**src/rtl/core/tcpq_pkg.sv**
```systemverilog
// Shared types, constants and helpers for the two-class priority queue.
// No dependencies; imported by two_class_priority_queue, tcpq_ptrs and tb_top.
package tcpq_pkg;

  localparam int Capacity = 16;
  localparam int PtrW     = (Capacity > 1) ? $clog2(Capacity) : 1;
  localparam int CntW     = $clog2(Capacity + 1);
  localparam int ValW     = 32;
  localparam int OccW     = 5;

  typedef logic [PtrW-1:0] ptr_t;
  typedef logic [CntW-1:0] cnt_t;
  typedef logic [ValW-1:0] val_t;

  typedef enum logic [1:0] {
    REQ_INSERT  = 2'd0,
    REQ_REMOVE  = 2'd1,
    REQ_PROMOTE = 2'd2,
    REQ_NOP     = 2'd3
  } req_e;

  typedef enum logic [1:0] {
    ST_OK        = 2'd0,
    ST_EMPTY     = 2'd1,
    ST_FULL      = 2'd2,
    ST_NO_NORMAL = 2'd3
  } status_e;

  // pointer update requests for one item
  typedef struct packed {
    logic push_u;
    logic pop_u;
    logic push_n;
    logic pop_n;
  } ptr_upd_t;

  // ring pointers and fill counts of both classes
  typedef struct packed {
    ptr_t u_head;
    ptr_t u_tail;
    cnt_t u_cnt;
    ptr_t n_head;
    ptr_t n_tail;
    cnt_t n_cnt;
  } ptr_state_t;

  function automatic ptr_t ring_next(input ptr_t p);
    ptr_t r;
    if (p == PtrW'(Capacity - 1)) begin
      r = '0;
    end else begin
      r = p + PtrW'(1);
    end
    return r;
  endfunction

endpackage

```
**src/rtl/core/two_class_priority_queue.sv**
```systemverilog
// Top level of the two-class strict-priority queue.
// Depends on tcpq_pkg, tcpq_ram and tcpq_ptrs.
//
// Usage:
//   Requests enter on the in channel (in_valid_i / in_stall_o) with req_type_i,
//   value_in_i and is_urgent_i. Every accepted item yields exactly one result
//   item on the out channel (out_valid_o / out_stall_i): value_out_o, status_o
//   and occupancy_o (total entries held after the request).
//   Insert, failing requests and the unused code finish in the accept cycle:
//   the result is registered and shows up in the cycle after acceptance; the
//   next item can be taken in the following cycle, so these run at 1 item/cycle
//   while the receiver takes results. Remove and promote read an entry from a
//   ring memory with a registered read port: the accept cycle issues the read,
//   and the read cycle (ST_READ) captures the data (and, for promote, writes it
//   to the urgent tail). The result is registered at the end of the read cycle,
//   and the input is stalled during the read cycle.
//   The output register frees the input side: an item is accepted while a
//   result is being taken. If the receiver holds out_stall_i high, the result
//   holds and the input stalls once the output register is occupied.
//   Reset (rst_ni low, async) empties both classes; memory contents are not
//   cleared since only written entries are ever read.
module two_class_priority_queue (
  input  logic                   clk_i,
  input  logic                   rst_ni,
  input  logic                   in_valid_i,
  output logic                   in_stall_o,
  input  logic [1:0]             req_type_i,
  input  logic signed [31:0]     value_in_i,
  input  logic                   is_urgent_i,
  output logic                   out_valid_o,
  input  logic                   out_stall_i,
  output logic signed [31:0]     value_out_o,
  output logic [1:0]             status_o,
  output logic [4:0]             occupancy_o
);
  import tcpq_pkg::*;

  typedef enum logic [1:0] {
    ST_IDLE = 2'b01,
    ST_READ = 2'b10
  } fsm_e;

  fsm_e       state_q, state_d;
  ptr_upd_t   upd;
  ptr_state_t pst;

  // pending read context, captured at accept
  logic       rd_urg_q;
  logic       promo_q;
  ptr_t       wtail_q;

  // output register
  logic       out_valid_q, out_valid_d;
  val_t       value_q;
  status_e    status_q;
  logic [OccW-1:0] occ_q;

  // ring memory ports
  logic u_we, u_re, n_we, n_re;
  ptr_t u_waddr;
  val_t u_wdata, u_rdata, n_rdata;

  logic    in_acc;
  logic    out_take;
  req_e    req;
  cnt_t    total;
  logic    full;
  logic    rd_need;
  logic    rd_urg;
  logic    ins_ok;
  status_e status_imm;
  val_t    rd_val;

  assign req      = req_e'(req_type_i);
  assign total    = CntW'(pst.u_cnt + pst.n_cnt);
  assign full     = (total >= CntW'(Capacity));
  assign out_take = out_valid_q && !out_stall_i;

  // only idle with a free (or draining) output register takes an item
  assign in_stall_o = (state_q != ST_IDLE) || (out_valid_q && out_stall_i);
  assign in_acc     = in_valid_i && !in_stall_o;

  // request decode against the current ring state
  always_comb begin
    upd        = '0;
    rd_need    = 1'b0;
    rd_urg     = 1'b0;
    ins_ok     = 1'b0;
    status_imm = ST_OK;
    unique case (req)
      REQ_INSERT: begin
        if (full) begin
          status_imm = ST_FULL;
        end else begin
          ins_ok     = 1'b1;
          upd.push_u = is_urgent_i;
          upd.push_n = !is_urgent_i;
        end
      end
      REQ_REMOVE: begin
        if (pst.u_cnt != '0) begin
          upd.pop_u = 1'b1;
          rd_need   = 1'b1;
          rd_urg    = 1'b1;
        end else if (pst.n_cnt != '0) begin
          upd.pop_n = 1'b1;
          rd_need   = 1'b1;
        end else begin
          status_imm = ST_EMPTY;
        end
      end
      REQ_PROMOTE: begin
        if (pst.n_cnt == '0) begin
          status_imm = ST_NO_NORMAL;
        end else begin
          // oldest normal leaves, urgent tail slot is reserved now
          upd.pop_n  = 1'b1;
          upd.push_u = 1'b1;
          rd_need    = 1'b1;
        end
      end
      REQ_NOP: begin
        status_imm = ST_OK;
      end
      default: begin
        status_imm = ST_OK;
      end
    endcase
    if (!in_acc) begin
      upd = '0;
    end
  end

  tcpq_ptrs u_ptrs (
    .clk_i  (clk_i),
    .rst_ni (rst_ni),
    .upd_i  (upd),
    .st_o   (pst)
  );

  // Urgent ring: written on urgent insert, or by the promote write-back in the
  // read cycle. These never coincide since no item is taken during ST_READ.
  always_comb begin
    u_we    = 1'b0;
    u_waddr = pst.u_tail;
    u_wdata = value_in_i;
    if (state_q == ST_READ && promo_q) begin
      u_we    = 1'b1;
      u_waddr = wtail_q;
      u_wdata = n_rdata;
    end else if (in_acc && ins_ok && is_urgent_i) begin
      u_we = 1'b1;
    end
  end

  assign n_we = in_acc && ins_ok && !is_urgent_i;
  assign u_re = in_acc && upd.pop_u;
  assign n_re = in_acc && upd.pop_n;

  tcpq_ram #(.Depth(Capacity), .Width(ValW)) u_urgent_ram (
    .clk_i   (clk_i),
    .we_i    (u_we),
    .waddr_i (u_waddr),
    .wdata_i (u_wdata),
    .re_i    (u_re),
    .raddr_i (pst.u_head),
    .rdata_o (u_rdata)
  );

  tcpq_ram #(.Depth(Capacity), .Width(ValW)) u_normal_ram (
    .clk_i   (clk_i),
    .we_i    (n_we),
    .waddr_i (pst.n_tail),
    .wdata_i (value_in_i),
    .re_i    (n_re),
    .raddr_i (pst.n_head),
    .rdata_o (n_rdata)
  );

  // FSM
  always_comb begin
    state_d = state_q;
    unique case (state_q)
      ST_IDLE: begin
        if (in_acc && rd_need) state_d = ST_READ;
      end
      ST_READ: begin
        state_d = ST_IDLE;
      end
      default: begin
        state_d = ST_IDLE;
      end
    endcase
  end

  always_ff @(posedge clk_i or negedge rst_ni) begin
    if (!rst_ni) begin
      state_q <= ST_IDLE;
    end else begin
      state_q <= state_d;
    end
  end

  // read context; payload only, no reset needed
  always_ff @(posedge clk_i) begin
    if (in_acc) begin
      rd_urg_q <= rd_urg;
      promo_q  <= (req == REQ_PROMOTE);
      wtail_q  <= pst.u_tail;
    end
  end

  assign rd_val = rd_urg_q ? u_rdata : n_rdata;

  // output register
  always_comb begin
    out_valid_d = out_valid_q;
    if (state_q == ST_READ || (in_acc && !rd_need)) begin
      out_valid_d = 1'b1;
    end else if (out_take) begin
      out_valid_d = 1'b0;
    end
  end

  always_ff @(posedge clk_i or negedge rst_ni) begin
    if (!rst_ni) begin
      out_valid_q <= 1'b0;
    end else begin
      out_valid_q <= out_valid_d;
    end
  end

  always_ff @(posedge clk_i) begin
    if (state_q == ST_READ) begin
      // counts were already updated at accept
      value_q  <= promo_q ? '0 : rd_val;
      status_q <= ST_OK;
      occ_q    <= OccW'(total);
    end else if (in_acc && !rd_need) begin
      value_q  <= '0;
      status_q <= status_imm;
      occ_q    <= OccW'(total + CntW'(ins_ok));
    end
  end

  assign out_valid_o = out_valid_q;
  assign value_out_o = value_q;
  assign status_o    = status_q;
  assign occupancy_o = occ_q;

`ifndef SYNTHESIS
  // the read cycle always finds the output register free
  a_read_out_free: assert property (@(posedge clk_i) disable iff (!rst_ni)
    state_q == ST_READ |-> !out_valid_q)
    else $error("output register busy in read cycle");

  // a memory-reading item always moves to the read cycle
  a_read_follows: assert property (@(posedge clk_i) disable iff (!rst_ni)
    in_acc && rd_need |=> state_q == ST_READ)
    else $error("read cycle missing after remove/promote");

  // total holdings never exceed the capacity
  a_total_bound: assert property (@(posedge clk_i) disable iff (!rst_ni)
    total <= CntW'(Capacity))
    else $error("queue holds more than capacity");

  // a result is produced by the read cycle
  a_read_result: assert property (@(posedge clk_i) disable iff (!rst_ni)
    state_q == ST_READ |=> out_valid_q)
    else $error("read cycle produced no result");
`endif

endmodule

```
**src/rtl/core/tcpq_ram.sv**
```systemverilog
// Generic single-write, single-read synchronous RAM with a registered read port.
// No dependencies.
module tcpq_ram #(
  parameter int Depth = 16,
  parameter int Width = 32,
  parameter int AddrW = (Depth > 1) ? $clog2(Depth) : 1
) (
  input  logic             clk_i,
  input  logic             we_i,
  input  logic [AddrW-1:0] waddr_i,
  input  logic [Width-1:0] wdata_i,
  input  logic             re_i,
  input  logic [AddrW-1:0] raddr_i,
  output logic [Width-1:0] rdata_o
);

  logic [Width-1:0] mem [Depth];
  logic [Width-1:0] rdata_q;

  always_ff @(posedge clk_i) begin
    if (we_i) begin
      mem[waddr_i] <= wdata_i;
    end
  end

  always_ff @(posedge clk_i) begin
    if (re_i) begin
      rdata_q <= mem[raddr_i];
    end
  end

  assign rdata_o = rdata_q;

endmodule

```
**src/rtl/core/tcpq_ptrs.sv**
```systemverilog
// Head/tail ring pointers and fill counts of the urgent and normal rings.
// Depends on tcpq_pkg.
module tcpq_ptrs (
  input  logic                 clk_i,
  input  logic                 rst_ni,
  input  tcpq_pkg::ptr_upd_t   upd_i,
  output tcpq_pkg::ptr_state_t st_o
);
  import tcpq_pkg::*;

  ptr_state_t st_q, st_d;

  always_comb begin
    st_d = st_q;
    if (upd_i.push_u) st_d.u_tail = ring_next(st_q.u_tail);
    if (upd_i.pop_u)  st_d.u_head = ring_next(st_q.u_head);
    if (upd_i.push_n) st_d.n_tail = ring_next(st_q.n_tail);
    if (upd_i.pop_n)  st_d.n_head = ring_next(st_q.n_head);
    st_d.u_cnt = st_q.u_cnt + CntW'(upd_i.push_u) - CntW'(upd_i.pop_u);
    st_d.n_cnt = st_q.n_cnt + CntW'(upd_i.push_n) - CntW'(upd_i.pop_n);
  end

  always_ff @(posedge clk_i or negedge rst_ni) begin
    if (!rst_ni) begin
      st_q <= '0;
    end else begin
      st_q <= st_d;
    end
  end

  assign st_o = st_q;

endmodule

```
**config.mk**
```make
export PLATFORM = sky130hd
export DESIGN_NAME = two_class_priority_queue
export DESIGN_NICKNAME = d
export VERILOG_FILES = /design/src/rtl/core/tcpq_pkg.sv /design/src/rtl/core/two_class_priority_queue.sv /design/src/rtl/core/tcpq_ram.sv /design/src/rtl/core/tcpq_ptrs.sv
export SDC_FILE = /design/constraint.sdc
export NUM_CORES = 1
export LEC_CHECK = 0
export BUFFER_PORTS_ARGS = -buffer_cell sky130_fd_sc_hd__buf_4
export CAP_MARGIN = 10
export CORE_ASPECT_RATIO = 1.75
export CORE_MARGIN = 1
export CORE_UTILIZATION = 40
export CTS_CLUSTER_DIAMETER = 30
export CTS_CLUSTER_SIZE = 24
export DETAILED_ROUTE_END_ITERATION = 7
export SYNTH_ARGS = -nofsm -noshare
export SYNTH_HDL_FRONTEND = slang
export SYNTH_SLANG_ARGS = --single-unit
```
**constraint.sdc**
```tcl
create_clock -name clk_i -period 5.9 [get_ports clk_i]
set_input_delay 0 -clock clk_i [delete_from_list [all_inputs] [get_ports clk_i]]
set_output_delay 0 -clock clk_i [all_outputs]
set_load 0.05 [all_outputs]
```
# Word level (Yosys, flattened, before mapping)
# Memories as Yosys holds them, arrays and structs flattened. A register that Yosys moved wholly into a read port is not among the register bits.
# Index checks and enable logic that the tools add are counted.
[word_totals] input_bits=39 ff_bits=74 mem_count=2 ram_bits=1024 output_inout_bits=41
[mem_list] name="u_normal_ram.mem" words=16 width=32 read_ports=1 rd_clocked_by_memory_dff=1 write_ports=1 line_no="tcpq_ram.sv:17" rtl="logic [Width-1:0] mem [Depth];"
[mem_list] name="u_urgent_ram.mem" words=16 width=32 read_ports=1 rd_clocked_by_memory_dff=1 write_ports=1 line_no="tcpq_ram.sv:17"
[classes] reduce_logical=23 mux=42 addsub=10 eq_ne=11 order_cmp=1
[op_table] operator="two-way mux 32 bit" count=5
[op_table] operator="two-way mux 4 bit" count=6
[op_table] operator="two-way mux 1 bit" count=21
[op_table] operator="adder 4 x 1 -> 4 bit (second input constant)" count=4
[op_table] operator="equality test 4 bit (second input constant)" count=4
[op_table] operator="adder 5 x 1 -> 5 bit" count=3
[op_table] operator="logical AND 1 bit" count=11
[op_table] operator="two-way mux 5 bit" count=2
[op_table] operator="nonzero test 5 bit" count=2
[op_table] operator="subtractor 5 x 1 -> 5 bit" count=2
[op_table] operator="two-way mux 2 bit" count=4
[op_table] operator="one-hot mux 2 bit (4 select lines)" count=1
[op_table] operator="equality test 2 bit (second input constant)" count=3
[op_table] operator="one-hot mux 1 bit (2 select lines)" count=3
[op_table] operator="adder 5 bit" count=1
[op_table] operator="greater-or-equal comparator 5 bit (second input constant)" count=1
[op_table] operator="zero test 5 bit" count=1
[op_table] operator="equality test 2 x 1 -> 1 bit (second input constant)" count=2
[op_table] operator="zero test 1 bit" count=4
[op_table] operator="nonzero test 2 bit" count=2
[op_table] operator="zero test 2 bit" count=1
[op_table] operator="logical OR 1 bit" count=2
[op_table] operator="inequality test 2 x 1 -> 1 bit (second input constant)" count=1
[op_table] operator="inequality test 2 bit (second input constant)" count=1

# Logic depth before layout (Yosys ltp)
# Gate-level depths: netlist of run 1.
[depth] depth_word=10 depth_mapped=16 depth_no_buf=14

# Hierarchy
# From an unflattened synthesis of run 1, not the netlist that was laid out.
[unflattened] cells_unflattened=2037 hier_area_um2=44490.2
[by_module_without_submodules] module="tcpq_ram (u_urgent_ram)" area_per_inst_um2=20174.3 seq_area_each_um2=16335.7 cells_each=838 n_inst=1
[by_module_without_submodules] module="tcpq_ram (u_normal_ram)" area_per_inst_um2=20155.6 seq_area_each_um2=16335.7 cells_each=838 n_inst=1
[by_module_without_submodules] module="two_class_priority_queue" area_per_inst_um2=2837.7 seq_area_each_um2=1407.6 cells_each=239 n_inst=1
[by_module_without_submodules] module="tcpq_ptrs" area_per_inst_um2=1322.5 seq_area_each_um2=650.6 cells_each=122 n_inst=1

# Worst setup path before layout of run 1
# No wires, ideal clock.
[synth_timing] path_type="reg2reg" from="register u_ptrs.st_q (netlist bit u_ptrs.st_o[16])" to="register u_ptrs.st_q (netlist bit u_ptrs.st_o[4])" setup_slack_ps=864 t_required_ps=5777 setup_time_ps=123 arrival_time_ps=4914 path_buffers=0 path_stages_with_launch=14 synth_period_minus_slack_ps=5036 cell_sequence="dfrtp_1 -> inv_1 -> ha_1 -> nor4b_4 -> a21oi_1 -> nor3_1 -> ha_1 -> inv_1 -> ha_1 -> fa_1 -> a21oi_1 -> nor2_1 -> nor2_1 -> xnor2_1"
[synth_rtl] item="start: declaration" line_no="tcpq_ptrs.sv:11" rtl="ptr_state_t st_q, st_d;"
[synth_rtl] item="start signal: assignment" line_no="tcpq_ptrs.sv:27" rtl="st_q <= st_d;"

==> results of run 1 <==
-- final cells by class --
cell class	count	area share, %
Antenna cell	1	0.004732
Clock buffer	151	6.703
Multi-Input combinational cell	980	19.43
Sequential cell	1162	65.71
Inverter	23	0.1633
Clock inverter	85	1.845
Tap cell	1485	3.513
Timing Repair Buffer	163	2.636
-- where the power goes --
part / total [uW] / internal, uW / switching [uW]
clock: 8420 / 5040 / 3390
combinational: 5450 / 2440 / 3010
sequential: 9940 / 9450 / 488
-- sequential cells by signal, summed over array words and instances, names as in the netlist, 2 cells and up --
register,flops
wtail_q,4
u_ptrs.st_o,26
value_out_o,32
u_normal_ram.mem,512
u_urgent_ram.rdata_o,32
occupancy_o,5
state_q,2
status_o,2
u_normal_ram.rdata_o,32
u_urgent_ram.mem,512
-- final timing paths --
check                                     endpoint           start  slack, ns
max                                 u_ptrs.st_o[4]  u_ptrs.st_o[0]       2.17
max in group asynchronous          u_ptrs.st_o[22]          rst_ni       5.40
min reg2reg                            status_o[0]     status_o[0]       0.50
min in group asynchronous          u_ptrs.st_o[21]          rst_ni       0.29
max reg2reg                         u_ptrs.st_o[4]  u_ptrs.st_o[0]       2.17
min                        u_normal_ram.mem[0][27]  value_in_i[27]       0.12
-- worst max-delay path, stage by stage (launching register included) --
cell and delay [ns]:
dfrtp_1 0.43, ha_1 0.25, fa_1 0.42, nand3_1 0.16, and3_1 0.40, o211a_1 0.46, inv_1 0.10, ha_1 0.28
inv_1 0.04, ha_1 0.20, fa_1 0.43, a21oi_1 0.17, nor2_1 0.05, nor2_1 0.12, xnor2_1 0.12
-- cell usage after synthesis (all sizes together) (2+ instances only) --
cell type and number:
fa 3, a22oi 32, dfrtp 28, nor2 43, a221oi 64, nand3b 3
a31oi 6, o211a 2, nand4 3, o21bai 2, a21oi 61, xor2 8
a21o 3, edfxtp 1131, xnor2 10, and2 11, nand2b 2, nand3 4
mux2 8, mux4 192, and2b 2, nand4b 2, o21ai 34, buf 58
and3 16, dfxtp 2, clkbuf 65, nor4b 3, nor2b 38, a32o 2
nand2 144, and3b 2, o311ai 2, inv 23, o2111ai 6, nor3 5
or2 2, o21a 2, mux2i 193, a211oi 33, ha 28
-- per-stage QoR --
stage | cell area (um2) | setup WS, ns | std cells | utilization [%]
detailed placement | 47910 | 2.160 | 3769 | 42.56
global route | 52880 | 1.929 | 4050 | 46.97
CTS | 52880 | 2.139 | 4049 | 46.97
global placement | 47910 | 2.082 | 3769 | 42.56
floorplan | 45390 | 0.8635 | 2288 | -
finish | 52880 | 2.175 | 4050 | 46.97
-- layer usage --
layer	wire length (um)	vias to the layer above	part of all wire [%]	track usage, %
met4	2828	0	2.8	6.349
met5	0	-	0	0
met1	40490	11611	40	21.69
met3	3875	187	3.9	2.967
li1	-	9704	-	-
met2	53140	532	53	31.66
-- cells by family after synthesis --
| logic type | count (synthesis) |
|---|---|
| XOR/XNOR | 18 |
| multiplexers | 393 |
| flip-flops | 1162 |
| AO/OA/AOI/OAI | 255 |
| AND/OR/NAND/NOR | 283 |
| adder cells (fa/ha/maj) | 31 |
| buffers and inverters | 146 |
==> reports/results.tsv, run 1 <==
metric	value	unit
cts_tree	built	
maxSlewHeadroom	29.40	%
cts_max_level	4	
fillers	9411	
syn_nets	2358	
required	6.57	ns
final_common_cell	edfxtp_1	
yosysTopAreaCell	edfxtp_1	
wire_per_inst	24.77	um
post_cts_buffers	0	
fin_crit	3.725	ns
seq_area_frac_synth	76.51	%
crit_fanout	16	
synth_xor_area_share	0.3473	%
die_y	447.7	um
die_x	256.7	um
insertion_delay	0.75	ns
crit_type	reg2reg	
p_leak	0.01736	uW
drv_cap	0	
antenna_found_initial	2	
io_pins	80	
place.gp.congestion	0.8013	
rows	163	
p_total	23820	uW
ant_nets	0	
period_share	63.14	%
dr.first_iter.drc_count	1617	
synth_compound_area_share	3.939	%
fmax	268.4	MHz
die-area	0.1149	mm2
vias_per_cell	5.440	
ys_seq_elements	1162	
async_flop_share	2.496	%
synth-simple-area-share	2.977	%
holdPathStages	2	
io_buffers	79	
dr.pass1.iters	7	
skew	0.03541	ns
outcome	finished clean	
avgSynthCellArea	19.84	um2
netlist.area_leader.share	74.82	%
drive_above_1_share	23.01	%
grt_pass1_wl	151.0	mm
ir_worst_vdd	360.3	uV
grt_max_degree	130	
rsz0062_at_grt	false	
synthToLayoutAreaGrowth	16.50	%
core	0.1126	mm2
synth_edf_count	1131	
first_global_vias	23612	
start_util	40.32	%
path_clk_slew	0.07	ns
start_kind	register	
synth_top_family_by_area	multiplexers	
layout.nets	2532	
synth_fa_ha_area_share	0.9041	%
cts_resized	0	
synth_ff_type	edfxtp_1	
grt-ovfl-total	0	
register_area	0.03475	mm2
cts_made_buffers	132	
critical_path_arrival	4.40	ns
yosys-top-cells-area	edfxtp_1, mux4_2, mux2i_1	
worstSetupEndpointType	register	
tightest_slew	1.054	ns
grt_usage	17.78	%
min_path_type	in2reg	
synth.cell_area	0.04539	mm2
hold_violations	0	
synth.area.mux_share	13.98	%
fin_setup_tns	0	ns
r2r_cells	14	
drcViolationCount	0	
drv_slew	0	
via_count	22034	
ys_types	57	
clock_path_buffers	3	
setup_viol	0	
cts_root_buf	clkbuf_16	
drt-total-wl	100.3	mm
whs	0.1242	ns
power_density	450.4	mW/mm2
layout_common_cells	edfxtp_1, mux2i_1, mux4_2, nand2_1, clkbuf_16	
cts_hold_buf	44	
hpwl	60.98	mm
multi_input_area	0.01027	mm2
synthCells	2288	
ys_warn_count	0	
cts.sinks	1162	
Power figures use the tool's default switching activity.
==> run 2: changes to the inputs <==
==> constraint.sdc (replaced) <==
create_clock -name clk_i -period 3.65 [get_ports clk_i]
set_input_delay 0 -clock clk_i [delete_from_list [all_inputs] [get_ports clk_i]]
set_output_delay 0 -clock clk_i [all_outputs]
set_load 0.05 [all_outputs]
==> run 2 against run 1 <==
  * Largest cell class unchanged
  * Highest routed layer unchanged
  * Global-route usage up 0.79 points
  * First-iteration DRC count up 10%
  * Core utilization up 0.82 points
  * Critical endpoint is now u_ptrs.st_o[17]
  * Power up 62%
  * Clock power up 63%
  * Clock skew down 0.0055 ns
  * Worst setup slack worse by 1.7 ns
  * Clock-buffer cell count down 2
  * Maximum frequency up 18%
==> reports/results.tsv, run 2 (synthesis gave the netlist of run 1 again) <==
metric	value	unit	change
core	0.1126	mm2	unchanged
fin_cells	4114		+1.6%
io_pins	80		unchanged
period_share	86.68	%	+24 points
start_util	40.32	%	unchanged
io_buffers	79		unchanged
holdPathStages	2		unchanged
cts_max_level	4		unchanged
dp_worst_setup_slack	0.4717	ns	-1.688 ns
dp.cells	3822		+1.4%
cts_root_buf	clkbuf_16		
whs	0.1137	ns	-0.01056 ns
clock_path_buffers	3		unchanged
skew	0.02995	ns	-0.005456 ns
first_global_vias	23725		+0.48%
critPathSlowestCell	dfrtp_1		
crit_chain	ha_1 -> fa_1 -> nand3_1 -> a211oi_1 -> o31ai_2 -> ha_1 -> inv_1 -> ha_1 -> inv_1 -> fa_1 -> inv_1 -> a21oi_1 -> o21bai_1 -> xnor2_1		
die_y	447.7	um	unchanged
layout_common_cells	edfxtp_1, mux2i_1, mux4_2, nand2_1, clkbuf_16		
p_leak	0.01779	uW	+2.4%
vias_per_cell	5.463		+0.41%
antenna_found_initial	3		+1
insertion_delay	0.75	ns	about the same
cts_tree	built		
start_kind	register		
rsz0062_at_grt	false		
fmax	316.1	MHz	+18%
dr.first_iter.drc_count	1784		+10%
hpwl	63.00	mm	+3.3%
outcome	finished clean		
tightest_slew	1.051	ns	-0.003472 ns
crit_type	reg2reg		
grt_usage	18.56	%	+0.79 points
grt-ovfl-total	0		unchanged
setup_viol	0		unchanged
min_path_type	in2reg		
path_clk_slew	0.07	ns	about the same
fin_ws	0.4862	ns	-1.688 ns
crit_fanout	4		-12
slowest_delay	0.42	ns	-0.04 ns
final_common_cell	edfxtp_1		
die_x	256.7	um	unchanged
die-area	0.1149	mm2	unchanged
cts_made_buffers	135		+2.3%
wire_per_inst	25.55	um	+3.1%
drive_above_1_share	24.83	%	+1.8 points
drcViolationCount	0		unchanged
highest_layer	met4		
routed-wl-met3	3.900	mm	+0.65%
drv_cap	0		unchanged
grt_max_degree	65		-50%
critical_path_arrival	3.81	ns	-0.59 ns
required	4.30	ns	-2.27 ns
via_count	22475		+2.0%
rows	163		unchanged
cts.sinks	1162		unchanged
p_total	38610	uW	+62%
grt_pass1_wl	155.9	mm	+3.2%
fin_crit	3.164	ns	-0.5616 ns
power_density	717.6	mW/mm2	+59%
ir_worst_vdd	518.2	uV	+44%
m1WireLength	39.73	mm	-1.9%
place.gp.congestion	0.7871		-1.8%
reg_top3	u_normal_ram.mem x512, u_urgent_ram.mem x512		
drt-total-wl	105.1	mm	+4.8%
dr.pass1.iters	5		-2
drv_slew	0		unchanged
synthToLayoutAreaGrowth	18.53	%	
r2r_cells	14		unchanged
ant_nets	0		unchanged
hold_violations	0		unchanged
layout.nets	2587		+2.2%
fin_area	0.05381	mm2	+1.7%
maxSlewHeadroom	29.63	%	+0.23 points
worstSetupEndpointType	register		
met2_wirelength	58.84	mm	+11%
placed_area	0.04875	mm2	+1.8%
==> run 2: cell types whose count changed in the layout (fill, tap and decap cells not counted), sizes merged, moves of 5 or more <==
cell | previous run | this run
clkinv | 33 | 43
buf | 120 | 173
inv | 47 | 56
clkinvlp | 13 | 8
==> run 2: final cells by class <==
type                            instances  area, um2
Antenna cell                            3      7.507
Clock buffer                          149       3537
Clock inverter                         97       1070
Fill cell                            9281      58770
Inverter                               23      86.33
Multi-Input combinational cell        980      10280
Sequential cell                      1162      34750
Tap cell                             1485       1858
Timing Repair Buffer                  215       2220
==> run 2: worst paths after layout <==
path	start	endpoint	slack, ns
setup / recovery	u_ptrs.st_o[0]	u_ptrs.st_o[17]	0.49
hold / removal	value_in_i[14]	u_normal_ram.mem[5][14]	0.11
setup reg to reg	u_ptrs.st_o[0]	u_ptrs.st_o[17]	0.49
hold reg to reg	status_o[0]	status_o[0]	0.57
max in group asynchronous	rst_ni	u_ptrs.st_o[9]	3.13
min in group asynchronous	rst_ni	u_ptrs.st_o[24]	0.32
==> run 2: repair_timing <==
item                                    CTS  global route
gates resized for setup                   0             0
buffers inserted                          0             0
endpoints found under the setup margin    0             0
hold endpoints to repair                558             0
hold buffers                             43             0
==> run 2: per-stage QoR <==
stage / TNS (ns) / utilization [%]
after floorplan: -34.65 / -
after CTS: 0 / 47.79
after global routing: 0 / 47.80
final: 0 / 47.80
after detailed placement: 0 / 43.30
after global placement: 0 / 43.30
==> run 2: report_power, final <==
part           switching [uW]  internal [uW]  leakage, uW
Clock                    5630           8090      0.00224
Combinational            4750           4150      0.00498
Sequential                707          15300       0.0106
==> run 2: metal layers <==
| layer | up-vias | global-route usage (%) |
|---|---|---|
| li1 | 9847 | - |
| met1 | 11936 | 21.27 |
| met2 | 522 | 34.93 |
| met3 | 170 | 2.967 |
| met4 | 0 | 6.066 |
| met5 | - | 0 |
==> run 2: critical path, delay by kind of cell (launching register included) <==
kind | cells | cell delay (ns)
buffers and inverters | 3 | 0.20
xor gates and xnor gates | 1 | 0.13
and+or+nand+nor | 1 | 0.15
DFF | 1 | 0.42
AOI/OAI and AO/OA | 4 | 0.65
adders and majority gates | 5 | 1.52
==> run 3: changes to the inputs <==
--- a/config.mk
+++ b/config.mk
@@ -5,7 +5,7 @@
 export SDC_FILE = /design/constraint.sdc
 export NUM_CORES = 1
 export LEC_CHECK = 0
-export BUFFER_PORTS_ARGS = -buffer_cell sky130_fd_sc_hd__buf_4
+export BUFFER_PORTS_ARGS = -buffer_cell sky130_fd_sc_hd__buf_2
 export CAP_MARGIN = 10
 export CORE_ASPECT_RATIO = 1.75
 export CORE_MARGIN = 1
==> constraint.sdc (replaced) <==
create_clock -name clk_i -period 3.85 [get_ports clk_i]
set_input_delay 0 -clock clk_i [delete_from_list [all_inputs] [get_ports clk_i]]
set_output_delay 0 -clock clk_i [all_outputs]
set_load 0.05 [all_outputs]
==> run 3 against run 2 <==
  * Combinational power is 4.3% lower
  * Design area is 0.34% lower
  * Worst hold slack better by 0.077 ns
  * Global-route usage is 0.10 points higher
==> reports/results.tsv, run 3 (synthesis gave the netlist of run 1 again) <==
metric	value	unit	change
die_y	447.7	um	unchanged
start_kind	register		
ir_worst_vdd	509.9	uV	-1.6%
start_util	40.32	%	unchanged
path_clk_slew	0.07	ns	about the same
vias_per_cell	5.422		-0.75%
drive_above_1_share	24.64	%	-0.19 points
final_common_cell	edfxtp_1		
worstSetupEndpointType	register		
layout_common_cells	edfxtp_1, mux2i_1, mux4_2, nand2_1, clkbuf_16		
rows	163		unchanged
clock_path_buffers	3		unchanged
cts.sinks	1162		unchanged
r2r_cells	14		unchanged
cts_tree	built		
setup_viol	0		unchanged
grt_usage	18.66	%	+0.10 points
antenna_found_initial	4		+1
io_buffers	79		unchanged
dr.pass1.iters	5		unchanged
slowest_delay	0.43	ns	about the same
cts_resized	0		unchanged
cts_max_level	4		unchanged
critical_path_arrival	4.00	ns	+0.19 ns
hpwl	64.88	mm	+3.0%
cts_root_buf	clkbuf_16		
whs	0.1907	ns	+0.07701 ns
p_total	36900	uW	-4.4%
drv_slew	0		unchanged
maxSlewHeadroom	32.68	%	+3.0 points
hold_start	value_in_i[9]		
die-area	0.1149	mm2	unchanged
fin_setup_tns	0	ns	unchanged
min_path_type	in2reg		
via_count	22241		-1.0%
fin_crit	3.345	ns	+0.1813 ns
tightest_slew	1.010	ns	-0.04073 ns
cts_made_buffers	136		+0.74%
crit_chain	ha_1 -> fa_1 -> nand3_1 -> a211oi_1 -> o31ai_2 -> ha_1 -> inv_1 -> ha_1 -> inv_1 -> fa_1 -> inv_1 -> a21oi_1 -> o21bai_1 -> xnor2_1		
power_density	688.1	mW/mm2	-4.1%
insertion_delay	0.77	ns	+0.02 ns
hold_violations	0		unchanged
outcome	finished clean		
io_pins	80		unchanged
first_global_vias	24003		+1.2%
p_leak	0.01771	uW	-0.44%
grt_max_degree	69		+6.2%
period_share	86.89	%	+0.21 points
critPathSlowestCell	fa_1		
reg2reg_to	u_ptrs.st_o[17]		
synthToLayoutAreaGrowth	18.13	%	
r2r-start	u_ptrs.st_o[0]		
crit_fanout	4		unchanged
core	0.1126	mm2	unchanged
layout.nets	2574		-0.50%
reg_top3	u_normal_ram.mem x512, u_urgent_ram.mem x512		
drv_cap	0		unchanged
grt_pass1_wl	156.1	mm	+0.16%
drt-total-wl	105.7	mm	+0.58%
fillers	9305		+0.26%
dr.first_iter.drc_count	1637		-8.2%
wire_per_inst	25.77	um	+0.87%
skew	0.03580	ns	+0.005854 ns
cts_hold_buf	43		unchanged
rsz0062_at_grt	false		
required	4.51	ns	+0.21 ns
ant_nets	0		unchanged
r2r_setup_slack	0.50	ns	+0.02 ns
place.gp.congestion	0.8147		+3.5%
holdPathStages	2		unchanged
holdPathEnd	u_normal_ram.mem[4][9]		
grt-ovfl-total	0		unchanged
fmax	298.9	MHz	-5.4%
die_x	256.7	um	unchanged
crit_type	reg2reg		
drcViolationCount	0		unchanged
post_cts_buffers	0		unchanged
-- run 3: report_power, final --
part | internal [uW] | switching (uW) | leakage, uW
clock network | 7660 | 5530 | 0.00228
registers | 14500 | 692 | 0.0106
logic | 3900 | 4620 | 0.00486
-- run 3: stage by stage --
stage / util (%) / instance area, um2 / worst slack (ns) / std cells
after floorplan: - / 45410 / 0.1255 / 2288
after global placement: 43.05 / 48460 / 0.4369 / 3808
after detailed placement: 43.05 / 48460 / 0.4794 / 3808
after CTS: 47.63 / 53620 / 0.4556 / 4099
after global routing: 47.63 / 53630 / 0.2819 / 4102
final: 47.63 / 53630 / 0.5049 / 4102
-- run 3: routing by layer --
metal | up-vias | wire [um] | global-route usage [%]
li1 | 9832 | - | -
met1 | 11737 | 39060 | 20.62
met2 | 506 | 60300 | 35.98
met3 | 166 | 3499 | 2.651
met4 | 0 | 2853 | 6.652
met5 | - | 0 | 0
-- run 3: how the worst max path moves through the flow --
stage	slack, ns	from	end
after floorplan	0.13	u_ptrs.st_o[0]	u_urgent_ram.mem[0][0]
after global placement	0.44	u_ptrs.st_o[0]	u_ptrs.st_o[17]
after detailed placement	0.48	u_ptrs.st_o[0]	u_ptrs.st_o[17]
after CTS	0.46	u_ptrs.st_o[0]	u_ptrs.st_o[17]
after global routing	0.28	u_ptrs.st_o[0]	u_ptrs.st_o[17]
final	0.50	u_ptrs.st_o[0]	u_ptrs.st_o[17]
-- run 3: final cells by class --
| cell class | instances | area (um2) | share of cell area [%] |
|---|---|---|---|
| Clock inverter | 101 | 1239 | 2.310 |
| Inverter | 23 | 86.33 | 0.1610 |
| Multi-Input combinational cell | 980 | 10280 | 19.17 |
| Timing Repair Buffer | 201 | 1929 | 3.598 |
| Clock buffer | 147 | 3475 | 6.479 |
| Sequential cell | 1162 | 34750 | 64.80 |
| Antenna cell | 3 | 7.507 | 0.01400 |
| Tap cell | 1485 | 1858 | 3.465 |
-- run 3: worst max-delay path, delay by kind of cell, from the launching register on --
kind                     cells  cell delay, ns
flip-flops                   1            0.42
adder cells (fa/ha/maj)      5            1.57
AO/OA/AOI/OAI                4            0.77
buffers and inverters        3            0.21
AND/OR/NAND/NOR              1            0.17
XOR/XNOR                     1            0.14
